$ cat config.mk
export PLATFORM = sky130hd
export DESIGN_NAME = ils_find
export DESIGN_NICKNAME = d
export VERILOG_FILES = /design/src/ils_pkg.sv /design/src/ils_find.sv
export SDC_FILE = /design/constraint.sdc
export NUM_CORES = 1
export LEC_CHECK = 0
export BUFFER_PORTS_ARGS = -buffer_cell sky130_fd_sc_hd__buf_2
export CAP_MARGIN = 20
export CORE_ASPECT_RATIO = 1.2
export CORE_MARGIN = 3
export CORE_UTILIZATION = 30
export DETAILED_ROUTE_END_ITERATION = 10
export PLACE_DENSITY = 0.78
export SLEW_MARGIN = 20
export SYNTH_ARGS = -nofsm -noshare
export SYNTH_HDL_FRONTEND = slang
export SYNTH_SLANG_ARGS = --single-unit
export TNS_END_PERCENT = 1
$ cat constraint.sdc
create_clock -name vclk -period 3.4
set_input_delay 0.34 -clock vclk [all_inputs]
set_output_delay 0.34 -clock vclk [all_outputs]
set_load 0.01 [all_outputs]
$ cat src/ils_pkg.sv
// ----------------------------------------------------------------------------
// ils_pkg
// Shared sizes, operation and status codes, and the cell command bundle for
// the indexed list store.
// ----------------------------------------------------------------------------
package ils_pkg;

    localparam int CAPACITY = 64;
    // Wide enough to hold the count itself (0..CAPACITY)
    localparam int CNT_W    = $clog2(CAPACITY + 1);
    // Compare width for the 8-bit index against the count
    localparam int CMP_W    = (CNT_W > 8) ? CNT_W : 8;
    localparam int WORD_W   = 64;

    typedef enum logic [2:0] {
        K_APPEND     = 3'd0,
        K_INSERT     = 3'd1,
        K_GET        = 3'd2,
        K_SET        = 3'd3,
        K_REMOVE     = 3'd4,
        K_TAKE_LAST  = 3'd5,
        K_TAKE_FIRST = 3'd6,
        K_FIND       = 3'd7
    } kind_t;

    localparam logic [1:0] ST_OK    = 2'd0;
    localparam logic [1:0] ST_INDEX = 2'd1;
    localparam logic [1:0] ST_FULL  = 2'd2;

    localparam logic [6:0] POS_NONE = 7'h7F;

    // Broadcast to every cell for one operation
    typedef struct packed {
        logic             load_en;  // load the operand word at load_at
        logic [CNT_W-1:0] load_at;
        logic             up_en;    // take left word where lo < pos <= hi
        logic             dn_en;    // take right word where pos >= lo
        logic [CNT_W-1:0] lo;
        logic [CNT_W-1:0] hi;
    } cell_cmd_t;

endpackage

$ cat src/ils_find.sv
// ----------------------------------------------------------------------------
// ils_find
// Lowest-set-bit encoder over the registered per-cell match flags.
// ----------------------------------------------------------------------------
module ils_find
    import ils_pkg::*;
(
    input  logic [CAPACITY-1:0] hits,
    output logic                found,
    output logic [CNT_W-1:0]    first
);

    always_comb
    begin
        found = 1'b0;
        first = '0;
        for (int i = CAPACITY - 1; i >= 0; i--)
        begin
            if (hits[i])
            begin
                found = 1'b1;
                first = CNT_W'(i);
            end
        end
    end

endmodule

==> flow_summary.yaml, run 1 <==
synth:
  synth_top_family_by_area: "simple AND/OR/NAND/NOR gates"
  syn_inst: 142
  ys.warnings.count: 0
  synth_nets: 206
  synth_compound_area_frac: 0.3845
  synth_area_leaders: "nor2_1 (14%), nor4_1 (12%), a21oi_1 (8.4%)"
  seq_area_frac_synth: 0
  synth_area_leader_cell: "nor2_1"
  yosysMostFrequentCell: "nor2_1"
  synthXorXnorAreaFrac: 0
  synth_mux_area_frac: 0
  synth_cell_types: 36
  synth_top_area_share: 0.1405
  synth_common_cells: "nor2_1 (29), nor4_1 (15), a21oi_1 (13), inv_1 (12), nor3_1 (11)"
  synth_area_um2: 774.5
  synth_fa_ha_area_frac: 0
  synth_simple_gate_area_frac: 0.5428
  synth_area_per_cell_um2: 5.454
place:
  dpl.hpwl_um: 2579
  gp_congestion: 0.7690
  io_buffers: 71
drt:
  drc: 0
  drt_iter0_markers: 26
  wl_per_cell_um: 11.61
  wirelength_um: 2821
  avgViaCountPerCell: 5.527
  first_pass_iters: 4
  drtAntennaViolNets: 0
  dr_total_vias: 1343
sta:
  drv_slew: 0
  finalHoldViolCount: 0
  maxSlewHeadroom: 0.5278
  setup-violations-final: 0
  rsz0062_at_grt: "no"
  max_freq_mhz: 470.5
  tightest_slew_ps: 706.5
  fin_crit_ps: 2125
  fin_crit_sh: 0.6251
  setup_tns_ps: 0
floorplanning:
  dieArea_um2: 3230
  die-width_um: 52.38
  die_y_um: 61.66
  start_util: 0.3258
  row_count: 19
  core-area_um2: 2377
  io_pins: 72
power:
  power.leakage_nw: 0.5278
  power_density_nw_per_um2: 88.73
  total_power_mw: 0.1030
  vdd_drop_max_mv: 0.03871
worst_setup_path:
  crit_type: "in2out"
  endpoint_kind: "output pin"
  critical_path.max_fanout: 3
  critPathLaunchType: "input pin"
  critical_path_required_ps: 3060
  cp_data_arrival_time_ps: 1790
clock_network:
  cts_hold_buf: 0
  post-cts-setup-buffers: 0
  cts-resized-gates: 0
global_route:
  antenna_found_initial: 0
  grt_pass1_vias: 1229
  groute.usage.overall: 0.1764
  grt_max_degree: 6
  grt_pass1_wl_um: 4685
  grt_overflow_total: 0
finish:
  drive_gt1_frac: 0.3538
  nClkBuffers: 0
  register_area_um2: 0
  diodes: 0
  syn_to_final_growth_pct: 49.92
  seq_cells: 0
  fin_nets: 278
status:
  status: "complete, no violations"
run:
  cap_violations: 0
min_path:
  hold_class: "in2out"
-- metal layers --
layer / share of wire / GRT usage / wire (um)
met3: 0.11 / 0.01453 / 313
met1: 0.40 / 0.2126 / 1133
met4: 0 / 0 / 0
met5: 0 / 0 / 0
met2: 0.49 / 0.3546 / 1374
-- cells in the final DEF, fill, tap and decap left out, drive strengths merged, types with 2 or more instances in the layout --
cell type / synthesis / layout
nand3: 4 / 4
buf: 1 / 71
o211ai: 2 / 2
o21ai: 12 / 12
o31ai: 2 / 2
nor2: 30 / 30
o311ai: 2 / 2
nand2: 8 / 8
or4: 4 / 4
nand4: 2 / 2
a311oi: 2 / 2
nor4: 15 / 15
nor3: 11 / 11
a2111oi: 2 / 2
inv: 12 / 12
a21oi: 13 / 13
and3: 2 / 2
nor2b: 3 / 3
a31oi: 2 / 2
-- worst max-delay path, stage by stage --
cell and delay (ps):
buf_2 110, or4_4 540, or2_1 270, a21oi_1 140
o21ai_1 70, and3_1 170, buf_2 130
-- cells by family after synthesis --
family,Yosys count
AO/OA/AOI/OAI,46
buffers and inverters,13
other,1
AND/OR/NAND/NOR,82
-- power by group --
group / internal (mW) / total (mW) / leakage, nW / switching (mW)
clock network: 0 / 0 / 0 / 0
logic: 0.0471 / 0.103 / 0.528 / 0.0559
registers: 0 / 0 / 0 / 0
total: 0.0471 / 0.103 / 0.528 / 0.0559
-- stage by stage --
stage	util	instances	cell area, um^2	setup WS (ps)	hold slack, ps
4_1_cts	0.4884	243	1161	1271	1095
2_1_floorplan	-	142	774.5	1522	824.7
3_5_place_dp	0.4884	243	1161	1276	1090
3_3_place_gp	0.4884	243	1161	1288	1074
6_report	0.4884	243	1161	1275	1100
5_1_grt	0.4884	243	1161	1130	1152
-- final timing paths --
kind / from / end / cells past startpoint
setup / recovery: hits[31] / first[3] / 7
hold / removal: hits[1] / first[1] / 5
-- final cells by class --
class / count / area, um^2
Fill cell: 288 / 1216
Inverter: 12 / 45.04
Multi-Input combinational cell: 129 / 721.9
Tap cell: 31 / 38.79
Timing Repair Buffer: 71 / 355.3
(Power assumes the default switching activity.)
==> inputs of run 2 (changes only) <==
Clock period 3.4 ns to 2.17 ns, I/O delays scaled along.
==> flow_summary.yaml, run 2 (synthesized netlist as in run 1, its figures left out) <==
floorplanning:
  start_util: 0.3258
  row_count: 19
  core-area_um2: 2377
  dieArea_um2: 3230
  die-width_um: 52.38
  io_pins: 72
  die_y_um: 61.66
global_route:
  grt_busiest_layer: "met2"
  grt_util_met3: 0.009685
  grt_max_degree: 6
  grt.met2_usage: 0.3440
  antenna_found_initial: 0
  use_met1: 0.2026
  grt_pass1_wl_um: 4491
  groute.usage.overall: 0.1689
  grt_pass1_vias: 1214
  grt_overflow_total: 0
finish:
  drive_gt1_frac: 0.3568
  register_area_um2: 0
  seq_cells: 0
  design_area_um2: 1169
  nClkBuffers: 0
  fin_nets: 279
  final_cell_mix: "buf_2 (71), nor2_1 (29), nor4_1 (15)"
  diodes: 0
  final_common_cell: "buf_2"
  syn_to_final_growth_pct: 50.89
  stdcell_count: 244
power:
  power_frac_seq: 0
  p_int_mw: 0.07458
  p_switching_mw: 0.08719
  switching_share: 0.5390
  clkPwrFrac: 0
  vdd_drop_max_mv: 0.05836
  pwr-share-comb: 1.000
  power.leakage_nw: 0.5332
  power_density_nw_per_um2: 138.4
status:
  status: "complete, no violations"
worst_setup_path:
  cp_data_arrival_time_ps: 1660
  critPathLaunchType: "input pin"
  endpoint_kind: "output pin"
  critical_path.max_fanout: 3
  critical_path_required_ps: 1950
  crit_type: "in2out"
drt:
  drt_iter0_markers: 22
  dr_total_vias: 1341
  first_pass_iters: 4
  wl_per_cell_um: 11.39
  wirelength_um: 2778
  avgViaCountPerCell: 5.496
  drtAntennaViolNets: 0
  drc: 0
sta:
  max_freq_mhz: 532.2
  tightest_slew_ps: 520.4
  rsz0062_at_grt: "no"
  fin_crit_sh: 0.8660
  maxSlewHeadroom: 0.6499
  fin_crit_ps: 1879
  drv_slew: 0
  setup-violations-final: 0
  setup_tns_ps: 0
  finalHoldViolCount: 0
min_path:
  min_path_cells: 5
  hold_class: "in2out"
clock_network:
  cts-resized-gates: 0
  cts_hold_buf: 0
  post-cts-setup-buffers: 0
place:
  io_buffers: 71
  place_area_um2: 1169
  gp_congestion: 0.7759
  placed_cells: 244
  dpl.hpwl_um: 2539
run:
  cap_violations: 0
-- run 2: power by group through the flow --
stage	registers, mW	clock network [mW]	logic [mW]
after floorplan	0	0	0.0595
after global placement	0	0	0.160
after detailed placement	0	0	0.161
after CTS	0	0	0.162
after global routing	0	0	0.183
final	0	0	0.162
-- run 2: through the flow --
stage               hold WS [ps]  power (mW)  setup slack, ps    util
floorplan                  578.7     0.05951            538.3       -
global placement           828.7      0.1596            303.5  0.4916
detailed placement         834.1      0.1611            288.1  0.4916
CTS                        839.0      0.1615            284.3  0.4916
global route               868.3      0.1833            173.9  0.4916
finish                     839.6      0.1618            290.9  0.4916
-- run 2: cell type report --
class                      count  area (um^2)
timing repair buffer          72        362.8
fill                         286         1209
inverter                      12        45.04
tap                           31        38.79
multi-input combinational    129        721.9
-- run 2: worst paths after layout --
path      from       end  slack (ps)
max   hits[31]  first[3]         290
min    hits[1]  first[1]         840
-- run 2: critical path: stages --
cell,delay (ps)
buf_2,110
or4_4,550
or2_1,280
a21oi_1,140
o21ai_1,70
and3_1,170
buf_2,130
-- run 2: per-layer routing --
metal | up-vias | routed length [um]
li1 | 702 | -
met1 | 581 | 1144
met2 | 58 | 1319
met3 | 0 | 315
met4 | 0 | 0
met5 | - | 0
==> inputs of run 3 (changes only) <==
Settings changed: PLACE_DENSITY 0.78 to 0.67, SLEW_MARGIN 20 to default.
==> flow_summary.yaml, run 3 (synthesized netlist as in run 1, its figures left out) <==
drt:
  avgViaCountPerCell: 5.488
  drtAntennaViolNets: 0
  dr_total_vias: 1339
  wirelength_um: 2808
  first_pass_iters: 4
  wl_per_cell_um: 11.51
  drt_iter0_markers: 6
  drc: 0
sta:
  setup_tns_ps: 0
  tightest_slew_ps: 551.9
  finalHoldViolCount: 0
  setup-violations-final: 0
  fin_crit_ps: 1878
  drv_slew: 0
  holdWs_ps: 837.5
  setup_slack_ps: 292.4
  maxSlewHeadroom: 0.6286
  max_freq_mhz: 532.6
  fin_crit_sh: 0.8652
  rsz0062_at_grt: "no"
power:
  vdd_drop_max_mv: 0.06042
  power_density_nw_per_um2: 139.2
  power.leakage_nw: 0.5332
  total_power_mw: 0.1627
clock_network:
  cts_hold_buf: 0
  cts-resized-gates: 0
  post-cts-setup-buffers: 0
global_route:
  grt_pass1_wl_um: 4402
  grt_overflow_total: 0
  grt_max_degree: 6
  grt_pass1_vias: 1164
  groute.usage.overall: 0.1649
  antenna_found_initial: 0
finish:
  register_area_um2: 0
  seq_cells: 0
  syn_to_final_growth_pct: 50.89
  diodes: 0
  fin_nets: 279
  nClkBuffers: 0
  final_common_cell: "buf_2"
  fin_util: 0.4916
  drive_gt1_frac: 0.3568
  final_cell_mix: "buf_2 (71), nor2_1 (29), nor4_1 (15)"
worst_setup_path:
  worstSetupEndpoint: "first[2]"
  crit_path_start: "hits[56]"
  critPathLaunchType: "input pin"
  critical_path_required_ps: 1950
  crit_type: "in2out"
  cp_data_arrival_time_ps: 1660
  endpoint_kind: "output pin"
  critical_path.max_fanout: 3
floorplanning:
  dieArea_um2: 3230
  core-area_um2: 2377
  start_util: 0.3258
  row_count: 19
  io_pins: 72
  die_y_um: 61.66
  die-width_um: 52.38
place:
  io_buffers: 71
  dpl.hpwl_um: 2543
  place_ws_ps: 279.0
  gp_congestion: 0.7332
run:
  cap_violations: 0
min_path:
  hold_class: "in2out"
status:
  status: "complete, no violations"
## run 3: through the flow
stage          std cells  instance area, um^2
2_1_floorplan        142                774.5
3_3_place_gp         244                 1169
3_5_place_dp         244                 1169
4_1_cts              244                 1169
5_1_grt              244                 1169
6_report             244                 1169
## run 3: report_power, final
part | internal [mW] | leakage (nW) | switching, mW
Combinational | 0.0746 | 0.533 | 0.0881
Clock | 0 | 0 | 0
Sequential | 0 | 0 | 0
## run 3: layout make-up
| cell class | instances | area (um^2) |
|---|---|---|
| Multi-Input combinational cell | 129 | 721.9 |
| Tap cell | 31 | 38.79 |
| Timing Repair Buffer | 72 | 362.8 |
| Fill cell | 288 | 1209 |
| Inverter | 12 | 45.04 |
## run 3: routing by layer
| layer | part of all wire | GRT usage | vias to the layer above | wire length, um |
|---|---|---|---|---|
| met2 | 0.48 | 0.3209 | 55 | 1353 |
| met4 | 0 | 0 | 0 | 0 |
| met1 | 0.42 | 0.2083 | 591 | 1172 |
| met5 | 0 | 0 | - | 0 |
| met3 | 0.10 | 0.01211 | 0 | 283 |
| li1 | - | - | 693 | - |
## run 3: worst min path at each step
stage                  from        to  cells after the start
floorplan           hits[0]  first[1]                      3
global placement    hits[1]  first[1]                      5
detailed placement  hits[1]  first[1]                      5
CTS                 hits[1]  first[1]                      5
global route        hits[1]  first[1]                      5
finish              hits[1]  first[1]                      5
## run 3: worst max-delay path: stages
cell       delay (ps)
buf_2             110
or4_4             530
o21ai_1           150
a21oi_1            80
o21ai_1           150
o2111ai_1         130
a21boi_1          150
buf_2             140
