===== src/ils_pkg.sv =====
// ----------------------------------------------------------------------------
// ils_pkg
// Shared sizes, operation and status codes, and the cell command bundle for
// the indexed list store.
// ----------------------------------------------------------------------------
package ils_pkg;

    localparam int CAPACITY = 64;
    // Wide enough to hold the count itself (0..CAPACITY)
    localparam int CNT_W    = $clog2(CAPACITY + 1);
    // Compare width for the 8-bit index against the count
    localparam int CMP_W    = (CNT_W > 8) ? CNT_W : 8;
    localparam int WORD_W   = 64;

    typedef enum logic [2:0] {
        K_APPEND     = 3'd0,
        K_INSERT     = 3'd1,
        K_GET        = 3'd2,
        K_SET        = 3'd3,
        K_REMOVE     = 3'd4,
        K_TAKE_LAST  = 3'd5,
        K_TAKE_FIRST = 3'd6,
        K_FIND       = 3'd7
    } kind_t;

    localparam logic [1:0] ST_OK    = 2'd0;
    localparam logic [1:0] ST_INDEX = 2'd1;
    localparam logic [1:0] ST_FULL  = 2'd2;

    localparam logic [6:0] POS_NONE = 7'h7F;

    // Broadcast to every cell for one operation
    typedef struct packed {
        logic             load_en;  // load the operand word at load_at
        logic [CNT_W-1:0] load_at;
        logic             up_en;    // take left word where lo < pos <= hi
        logic             dn_en;    // take right word where pos >= lo
        logic [CNT_W-1:0] lo;
        logic [CNT_W-1:0] hi;
    } cell_cmd_t;

endpackage


===== src/ils_cell.sv =====
// ----------------------------------------------------------------------------
// ils_cell
// One list entry: holds a word, loads the operand, or takes the word of its
// left or right neighbor. Flags a match against the operand.
// ----------------------------------------------------------------------------
module ils_cell
    import ils_pkg::*;
(
    input  logic              clk,
    input  logic              step,
    input  cell_cmd_t         cmd,
    input  logic [CNT_W-1:0]  pos,
    input  logic [WORD_W-1:0] operand,
    input  logic [WORD_W-1:0] left_word,
    input  logic [WORD_W-1:0] right_word,
    output logic [WORD_W-1:0] word,
    output logic              match
);

    logic [WORD_W-1:0] word_reg;
    logic [WORD_W-1:0] word_next;

    always_comb
    begin
        word_next = word_reg;
        if (cmd.load_en && (pos == cmd.load_at))
        begin
            word_next = operand;
        end
        else if (cmd.up_en && (pos > cmd.lo) && (pos <= cmd.hi))
        begin
            word_next = left_word;
        end
        else if (cmd.dn_en && (pos >= cmd.lo))
        begin
            word_next = right_word;
        end
    end

    // payload only, no reset
    always_ff @(posedge clk)
    begin
        if (step)
        begin
            word_reg <= word_next;
        end
    end

    assign word  = word_reg;
    assign match = (word_reg == operand);

endmodule


===== config.mk =====
export PLATFORM = sky130hd
export DESIGN_NAME = ils_cell
export DESIGN_NICKNAME = d
export VERILOG_FILES = /design/src/ils_pkg.sv /design/src/ils_cell.sv
export SDC_FILE = /design/constraint.sdc
export NUM_CORES = 1
export LEC_CHECK = 0
export ABC_AREA = 1
export ABC_CLOCK_PERIOD_IN_PS = 9100
export BUFFER_PORTS_ARGS = -buffer_cell sky130_fd_sc_hd__buf_2
export CORE_ASPECT_RATIO = 0.7
export CORE_MARGIN = 1.5
export CORE_UTILIZATION = 51
export CTS_BUF_LIST = sky130_fd_sc_hd__clkbuf_8
export DETAILED_ROUTE_END_ITERATION = 8
export PLACE_DENSITY = 0.89
export SLEW_MARGIN = 20
export SYNTH_ARGS = -nofsm -noshare
export SYNTH_HDL_FRONTEND = slang
export SYNTH_SLANG_ARGS = --single-unit
export TNS_END_PERCENT = 5

===== constraint.sdc =====
create_clock -name clk -period 9.1 [get_ports clk]
set_input_delay 1.365 -clock clk [delete_from_list [all_inputs] [get_ports clk]]
set_output_delay 1.365 -clock clk [all_outputs]
set_load 0.01 [all_outputs]

==> run_results.csv, run 1 <==
group,metric,value,unit
status,status,"finished clean",
floorplanning,design.die.area,11600,um2
sta,period_share,52.1,%
synthesis,post_synth_most_frequent_cells,"nand2_1, inv_1, nand3_1",
critical_path,critical_path_class,"in2reg",
final_layout,fillCellCount,907,
grt,grt_pass1_vias,5232,
drt,drt-vias-per-instance,4.81,
sta,min_period,4.74,ns
sta,worst_slack,4.36,ns
place,detailedPlacementHpwl,11.9,mm
floorplanning,chipHeight,90.5,um
sta,tightest_slew,0.935,ns
pwr,p_int,0.000667,W
synthesis,synth_nets,1019,
floorplanning,ios,290,
final_layout,finish.net_count,1288,
grt,pin_count_of_the_biggest_net_entering_global_routing,67,
place,io_buffer_count,289,
pwr,power.share.sequential,41.0,%
synthesis,synth_cell_types,26,
synthesis,yosys_register_bits,64,
drt,first_iter_violations,260,
critical_path,cp_cell_sequence,"buf_2, ha_1, nand2_1, nor2_2, nand2_2, a21oi_4, buf_4, nand2_4, nand3_1, nand2_1, inv_2, buf_4",
cts,postCtsResizedCells,0,
sta,holdWs,1.34,ns
critical_path,slowest_delay,0.58,ns
final_layout,antennaDiodeCount,0,
worst_hold_path,hold_path_startpoint,"operand[63]",
cts,clockRootBuffer,"clkbuf_8",
sta,report.final.hold_viol_count,0,
critical_path,critical_path.endpoint_type,"flop",
place,post-place-ws,4.02,ns
critical_path,worst-endpoint-required,9.06,ns
final_layout,flow.area_growth_from_synthesis,26.0,%
pwr,logic_gate_share_of_total_power,28.8,%
pwr,power.share.switching,30.1,%
synthesis,number_of_synthesized_flops_with_an_enable_pin,64,
final_layout,final_layout_size_suffix_gt1_share,30.5,%
drt,drt.antenna.violating_nets,0,
cts,clock_transition_time_at_the_flip_flop_clock_pins_of_the_worst_setup_and_hold_paths,0.07,ns
drt,route.vias.total,5699,
pwr,power_density_cells,136,nW/um2
critical_path,worst_path_max_delay_cell,"nand2_4",
floorplanning,rows,31,
drt,avgRoutedWirePerCell,13.2,um
critical_path,startpoint_type,"input pin",
cts,clock_path_buffers,2,
synthesis,synth_ff_type,"edfxtp_1",
synthesis,post_synthesis_mean_instance_area,7.14,um2
drt,drt_first_pass_iters,5,
synthesis,synth.area.top_cells,"edfxtp_1, nand2_1, nand3_1",
synthesis,synthDominantAreaCellType,"edfxtp_1",
cts,hold_buffers,0,
sta,final_setup_vio_count,0,
synthesis,synthMostInstantiatedCell,"nand2_1",
drt,drcViolationCount,0,
pwr,power_switching,0.000287,W
critical_path,worst-endpoint-arrival,4.70,ns
sta,grt_setup_unrepaired,"no",
synthesis,yosysTopAreaCellShare,34.5,%
place,gp_routability_congestion,0.884,
synthesis,ys_seq_area_share,34.5,%
grt,grt_pass1_wl,24.5,mm
run,timing.max_cap.violations,0,
worst_hold_path,worst_hold_path_type,"in2reg",
final_layout,stdcell_area,7020,um2
floorplanning,start_util,53.2,%
synthesis,syn-instance-count,780,
grt,antenna_found_initial,0,
grt,groute.usage.overall,26.4,%
cts,cts_tree,"built",
cts,number_of_h_tree_branching_levels,3,
sta,worst_slew_margin_rel,37.6,%
floorplanning,core_area,10500,um2
sta,maxClockFrequency,0.211,GHz
final_layout,area_of_the_multi_input_gates,2620,um2
floorplanning,die_width,128,um
pwr,clock_power_share,30.2,%
drt,totalWireLength,15.6,mm
synthesis,netlist_area,5570,um2
cts,cts_setup_buffers,0,
pwr,max_rail_drop_vdd,0.0000762,V
pwr,static-leakage-power,4.02,nW
synthesis,yosysWarnings,0,
critical_path,worst_path_dominant_cell_family,"buffers and inverters",
pwr,total_power,0.000954,W
grt,grt.overflow.total,0,
final_layout,max_ffs_per_register,64,
sta,timing.setup.tns,0,ns
final_layout,ff_latch_area,1920,um2
cts,clock_sinks,64,
critical_path,cp_num_buf_inv,4,
critical_path,crit_start,"pos[6]",
cts,tritoncts.num_buffers,9,
synthesis,synth_async_sr_flop_share,0,%
place,dpl-instance-area,6790,um2
sta,drv_slew,0,
critical_path,critical_path_peak_fanout,65,
[worst paths after layout]
path,to,cells past startpoint
setup / recovery,word[32],12
hold / removal,word[63],3
[per-layer routing]
layer	wire length (um)	vias to the layer above	part of all wire, %	GRT usage (%)
met1	6360	2476	41	33.0
met5	0	-	0	0
met3	1310	24	8.4	4.92
met4	243	0	1.6	5.71
met2	7700	275	49	47.3
li1	-	2924	-	-
[power by group through the flow]
stage / clock (W) / combinational [W] / sequential [W]
after global placement: 0 / 0.000266 / 0.000396
after detailed placement: 0 / 0.000274 / 0.000398
after floorplan: 0 / 0.000157 / 0.000410
after CTS: 0.000295 / 0.000275 / 0.000391
after global routing: 0.000308 / 0.000307 / 0.000394
final: 0.000288 / 0.000275 / 0.000391
[cell families after synthesis]
family / count (synthesis) / share of synthesized area, %
AO/OA/AOI/OAI: 10 / 1.06
adder cells (fa/ha/maj): 14 / 3.14
AND/OR/NAND/NOR: 436 / 33.3
flip-flops: 64 / 34.5
buffers and inverters: 198 / 18.9
XOR/XNOR: 58 / 9.12
[metrics by stage]
stage / instances / util, %
6_report: 1186 / 67.0
5_1_grt: 1186 / 67.0
4_1_cts: 1186 / 67.0
3_5_place_dp: 1170 / 64.8
3_3_place_gp: 1170 / 64.7
2_1_floorplan: 780 / -
[cells in the final DEF (no fill, tap or decap)]
master      count
nand2_2         2
nand2_1       254
nand2_4         2
buf_4           3
nor2_1         23
clkbuf_8        9
buf_2         289
ha_1           14
nand3b_1        1
a21oi_1         4
xor2_1         12
or2_2           7
a21o_1          1
nor2_2          1
edfxtp_1       64
bufinv_16       3
nor3_1          6
clkinv_2        2
or2_0           1
o21ai_0         3
nand3_1       138
inv_1         162
xnor2_1        46
clkinv_1        2
a21oi_4         1
inv_2           1
clkinvlp_4      1
nand4_1         1
o211ai_1        1
[cell type report]
cell class	instances	share of cell area, %
multi-input combinational	518	37.2
sequential	64	27.4
timing repair buffer	292	20.9
inverter	164	8.78
tap	132	2.35
clock buffer	9	1.76
clock inverter	7	1.57
Power figures use the tool's default switching activity.
==> inputs of run 2 (changes only) <==
--- a/config.mk
+++ b/config.mk
@@ -5,15 +5,15 @@
 export SDC_FILE = /design/constraint.sdc
 export NUM_CORES = 1
 export LEC_CHECK = 0
-export ABC_AREA = 1
-export ABC_CLOCK_PERIOD_IN_PS = 9100
+export ABC_AREA = 0
+export ABC_CLOCK_PERIOD_IN_PS = 4900
 export BUFFER_PORTS_ARGS = -buffer_cell sky130_fd_sc_hd__buf_2
 export CORE_ASPECT_RATIO = 0.7
 export CORE_MARGIN = 1.5
-export CORE_UTILIZATION = 51
+export CORE_UTILIZATION = 46
 export CTS_BUF_LIST = sky130_fd_sc_hd__clkbuf_8
 export DETAILED_ROUTE_END_ITERATION = 8
-export PLACE_DENSITY = 0.89
+export PLACE_DENSITY = 0.83
 export SLEW_MARGIN = 20
 export SYNTH_ARGS = -nofsm -noshare
 export SYNTH_HDL_FRONTEND = slang
==> constraint.sdc (replaced) <==
create_clock -name clk -period 4.9 [get_ports clk]
set_input_delay 0.735 -clock clk [delete_from_list [all_inputs] [get_ports clk]]
set_output_delay 0.735 -clock clk [all_outputs]
set_load 0.01 [all_outputs]
==> run_results.csv, run 2 <==
group,metric,value,unit
place,post-place-ws,1.74,ns
grt,grt_pass1_wl,24.9,mm
final_layout,final_layout_size_suffix_gt1_share,46.3,%
worst_hold_path,worst_hold_path_type,"in2reg",
final_layout,final-instance-count-excl-fill,934,
cts,hold_buffers,0,
final_layout,final_cell_mix,"buf_2, inv_1, xor2_1, nand2_1",
drt,drt_first_pass_iters,4,
drt,route.vias.total,4945,
place,placedCellCount,918,
final_layout,finish.net_count,1015,
sta,worst_slack,2.02,ns
sta,min_period,2.88,ns
cts,cts_setup_buffers,0,
critical_path,critical_path_peak_fanout,2,
grt,pin_count_of_the_biggest_net_entering_global_routing,104,
final_layout,max_ffs_per_register,64,
cts,cts_tree,"built",
floorplanning,die_width,130,um
synthesis,number_of_synthesized_flops_with_an_enable_pin,64,
run,timing.max_cap.violations,0,
synthesis,synth.area.top_cells,"edfxtp_1, o221ai_2, xor2_1",
pwr,max_rail_drop_vdd,0.000111,V
grt,grt.overflow.total,0,
synthesis,synthDominantAreaCellType,"edfxtp_1",
sta,worst_slew_margin_rel,34.0,%
sta,tightest_slew,0.990,ns
grt,grt_pass1_vias,4693,
floorplanning,chipHeight,91.7,um
floorplanning,design.die.area,11900,um2
cts,tritoncts.num_buffers,9,
cts,postCtsResizedCells,0,
floorplanning,ios,290,
floorplanning,rows,32,
critical_path,worst-endpoint-arrival,2.15,ns
final_layout,most_common_cell_after_layout_fill_and_taps_aside,"buf_2",
grt,groute.usage.overall,28.0,%
synthesis,post_synthesis_mean_instance_area,10.1,um2
worst_hold_path,min_path_cells,3,
synthesis,yosysTopAreaCellShare,37.2,%
final_layout,fillCellCount,999,
sta,report.final.hold_viol_count,0,
cts,clockRootBuffer,"clkbuf_8",
drt,totalWireLength,16.9,mm
synthesis,syn-instance-count,511,
synthesis,synth_cell_types,24,
drt,first_iter_violations,302,
sta,timing.setup.tns,0,ns
place,io_buffer_count,289,
synthesis,synth_ff_type,"edfxtp_1",
critical_path,critical_path.endpoint_type,"primary output",
sta,drv_slew,0,
drt,avgRoutedWirePerCell,18.1,um
drt,drt.antenna.violating_nets,0,
sta,maxClockFrequency,0.347,GHz
synthesis,netlist_area,5170,um2
synthesis,ys_seq_area_share,37.2,%
status,status,"finished clean",
cts,clock_sinks,64,
floorplanning,start_util,47.1,%
synthesis,synth_nets,750,
pwr,static-leakage-power,3.21,nW
pwr,power_density_cells,241,nW/um2
drt,drcViolationCount,0,
synthesis,synth_async_sr_flop_share,0,%
final_layout,flow.area_growth_from_synthesis,31.0,%
floorplanning,core_area,11000,um2
sta,grt_setup_unrepaired,"no",
drt,drt-vias-per-instance,5.29,
place,gp_routability_congestion,0.863,
critical_path,worst-endpoint-required,4.16,ns
place,detailedPlacementHpwl,13.2,mm
sta,period_share,58.8,%
sta,final_setup_vio_count,0,
grt,antenna_found_initial,3,
synthesis,yosys_register_bits,64,
critical_path,critical_path_class,"in2out",
synthesis,synthMostInstantiatedCell,"inv_1",
cts,number_of_h_tree_branching_levels,3,
cts,clock_transition_time_at_the_flip_flop_clock_pins_of_the_worst_setup_and_hold_paths,0.07,ns
synthesis,post_synth_most_frequent_cells,"inv_1, xor2_1, nand2_1",
critical_path,startpoint_type,"input pin",
cts,clock_path_buffers,2,
synthesis,yosysWarnings,0,
run 2: path summary, 6_finish.rpt:
check / endpoint / start / slack (ns)
max: match / operand[8] / 2.02
min: word[2] / right_word[2] / 0.72
run 2: critical path: stages:
cell and delay (ns):
buf_2 0.12, xor2_1 0.20, nor4_1 0.41, nand4_1 0.20, nor4_1 0.29, buf_2 0.19
run 2: through the flow:
| stage | hold WS (ns) | util [%] | total power [W] | instance area, um2 |
|---|---|---|---|---|
| after floorplan | 0.971 | - | 0.00102 | 5170 |
| after global placement | 1.07 | 60.3 | 0.00126 | 6620 |
| after detailed placement | 1.07 | 60.3 | 0.00126 | 6620 |
| after CTS | 0.701 | 61.7 | 0.00164 | 6770 |
| after global routing | 0.710 | 61.7 | 0.00172 | 6770 |
| final | 0.716 | 61.7 | 0.00163 | 6770 |
run 2: cell type report:
type | instances | area (um2) | area share, %
Antenna cell | 1 | 2.50 | 0.0370
Clock buffer | 9 | 124 | 1.83
Clock inverter | 6 | 28.8 | 0.425
Inverter | 78 | 293 | 4.32
Multi-Input combinational cell | 327 | 2700 | 39.9
Sequential cell | 64 | 1920 | 28.4
Tap cell | 153 | 191 | 2.83
Timing Repair Buffer | 296 | 1510 | 22.3
run 2: power by group:
group          internal [W]  switching (W)  total, W  leakage [nW]
clock              0.000174       0.000206  0.000380        0.0811
sequential         0.000684      0.0000407  0.000725         0.584
combinational      0.000222       0.000307  0.000530          2.54
run 2: layer usage:
layer	vias up	track usage, %	wire, um
li1	2424	-	-
met1	2267	38.3	7430
met2	217	44.1	7730
met3	33	7.23	1430
met4	4	7.50	297
met5	-	0	23
run 2: cells by family (layout without fill, tap and decap cells):
logic type      Yosys count  after routing  synth area share [%]
compound gates          143            143                  27.9
xor+xnor                 71             71                  12.0
fa+ha+maj                14             14                  3.39
buf+inv                 120            389                  10.8
flops                    64             64                  37.2
other cells               0              1                     0
simple gates             99             99                  8.64
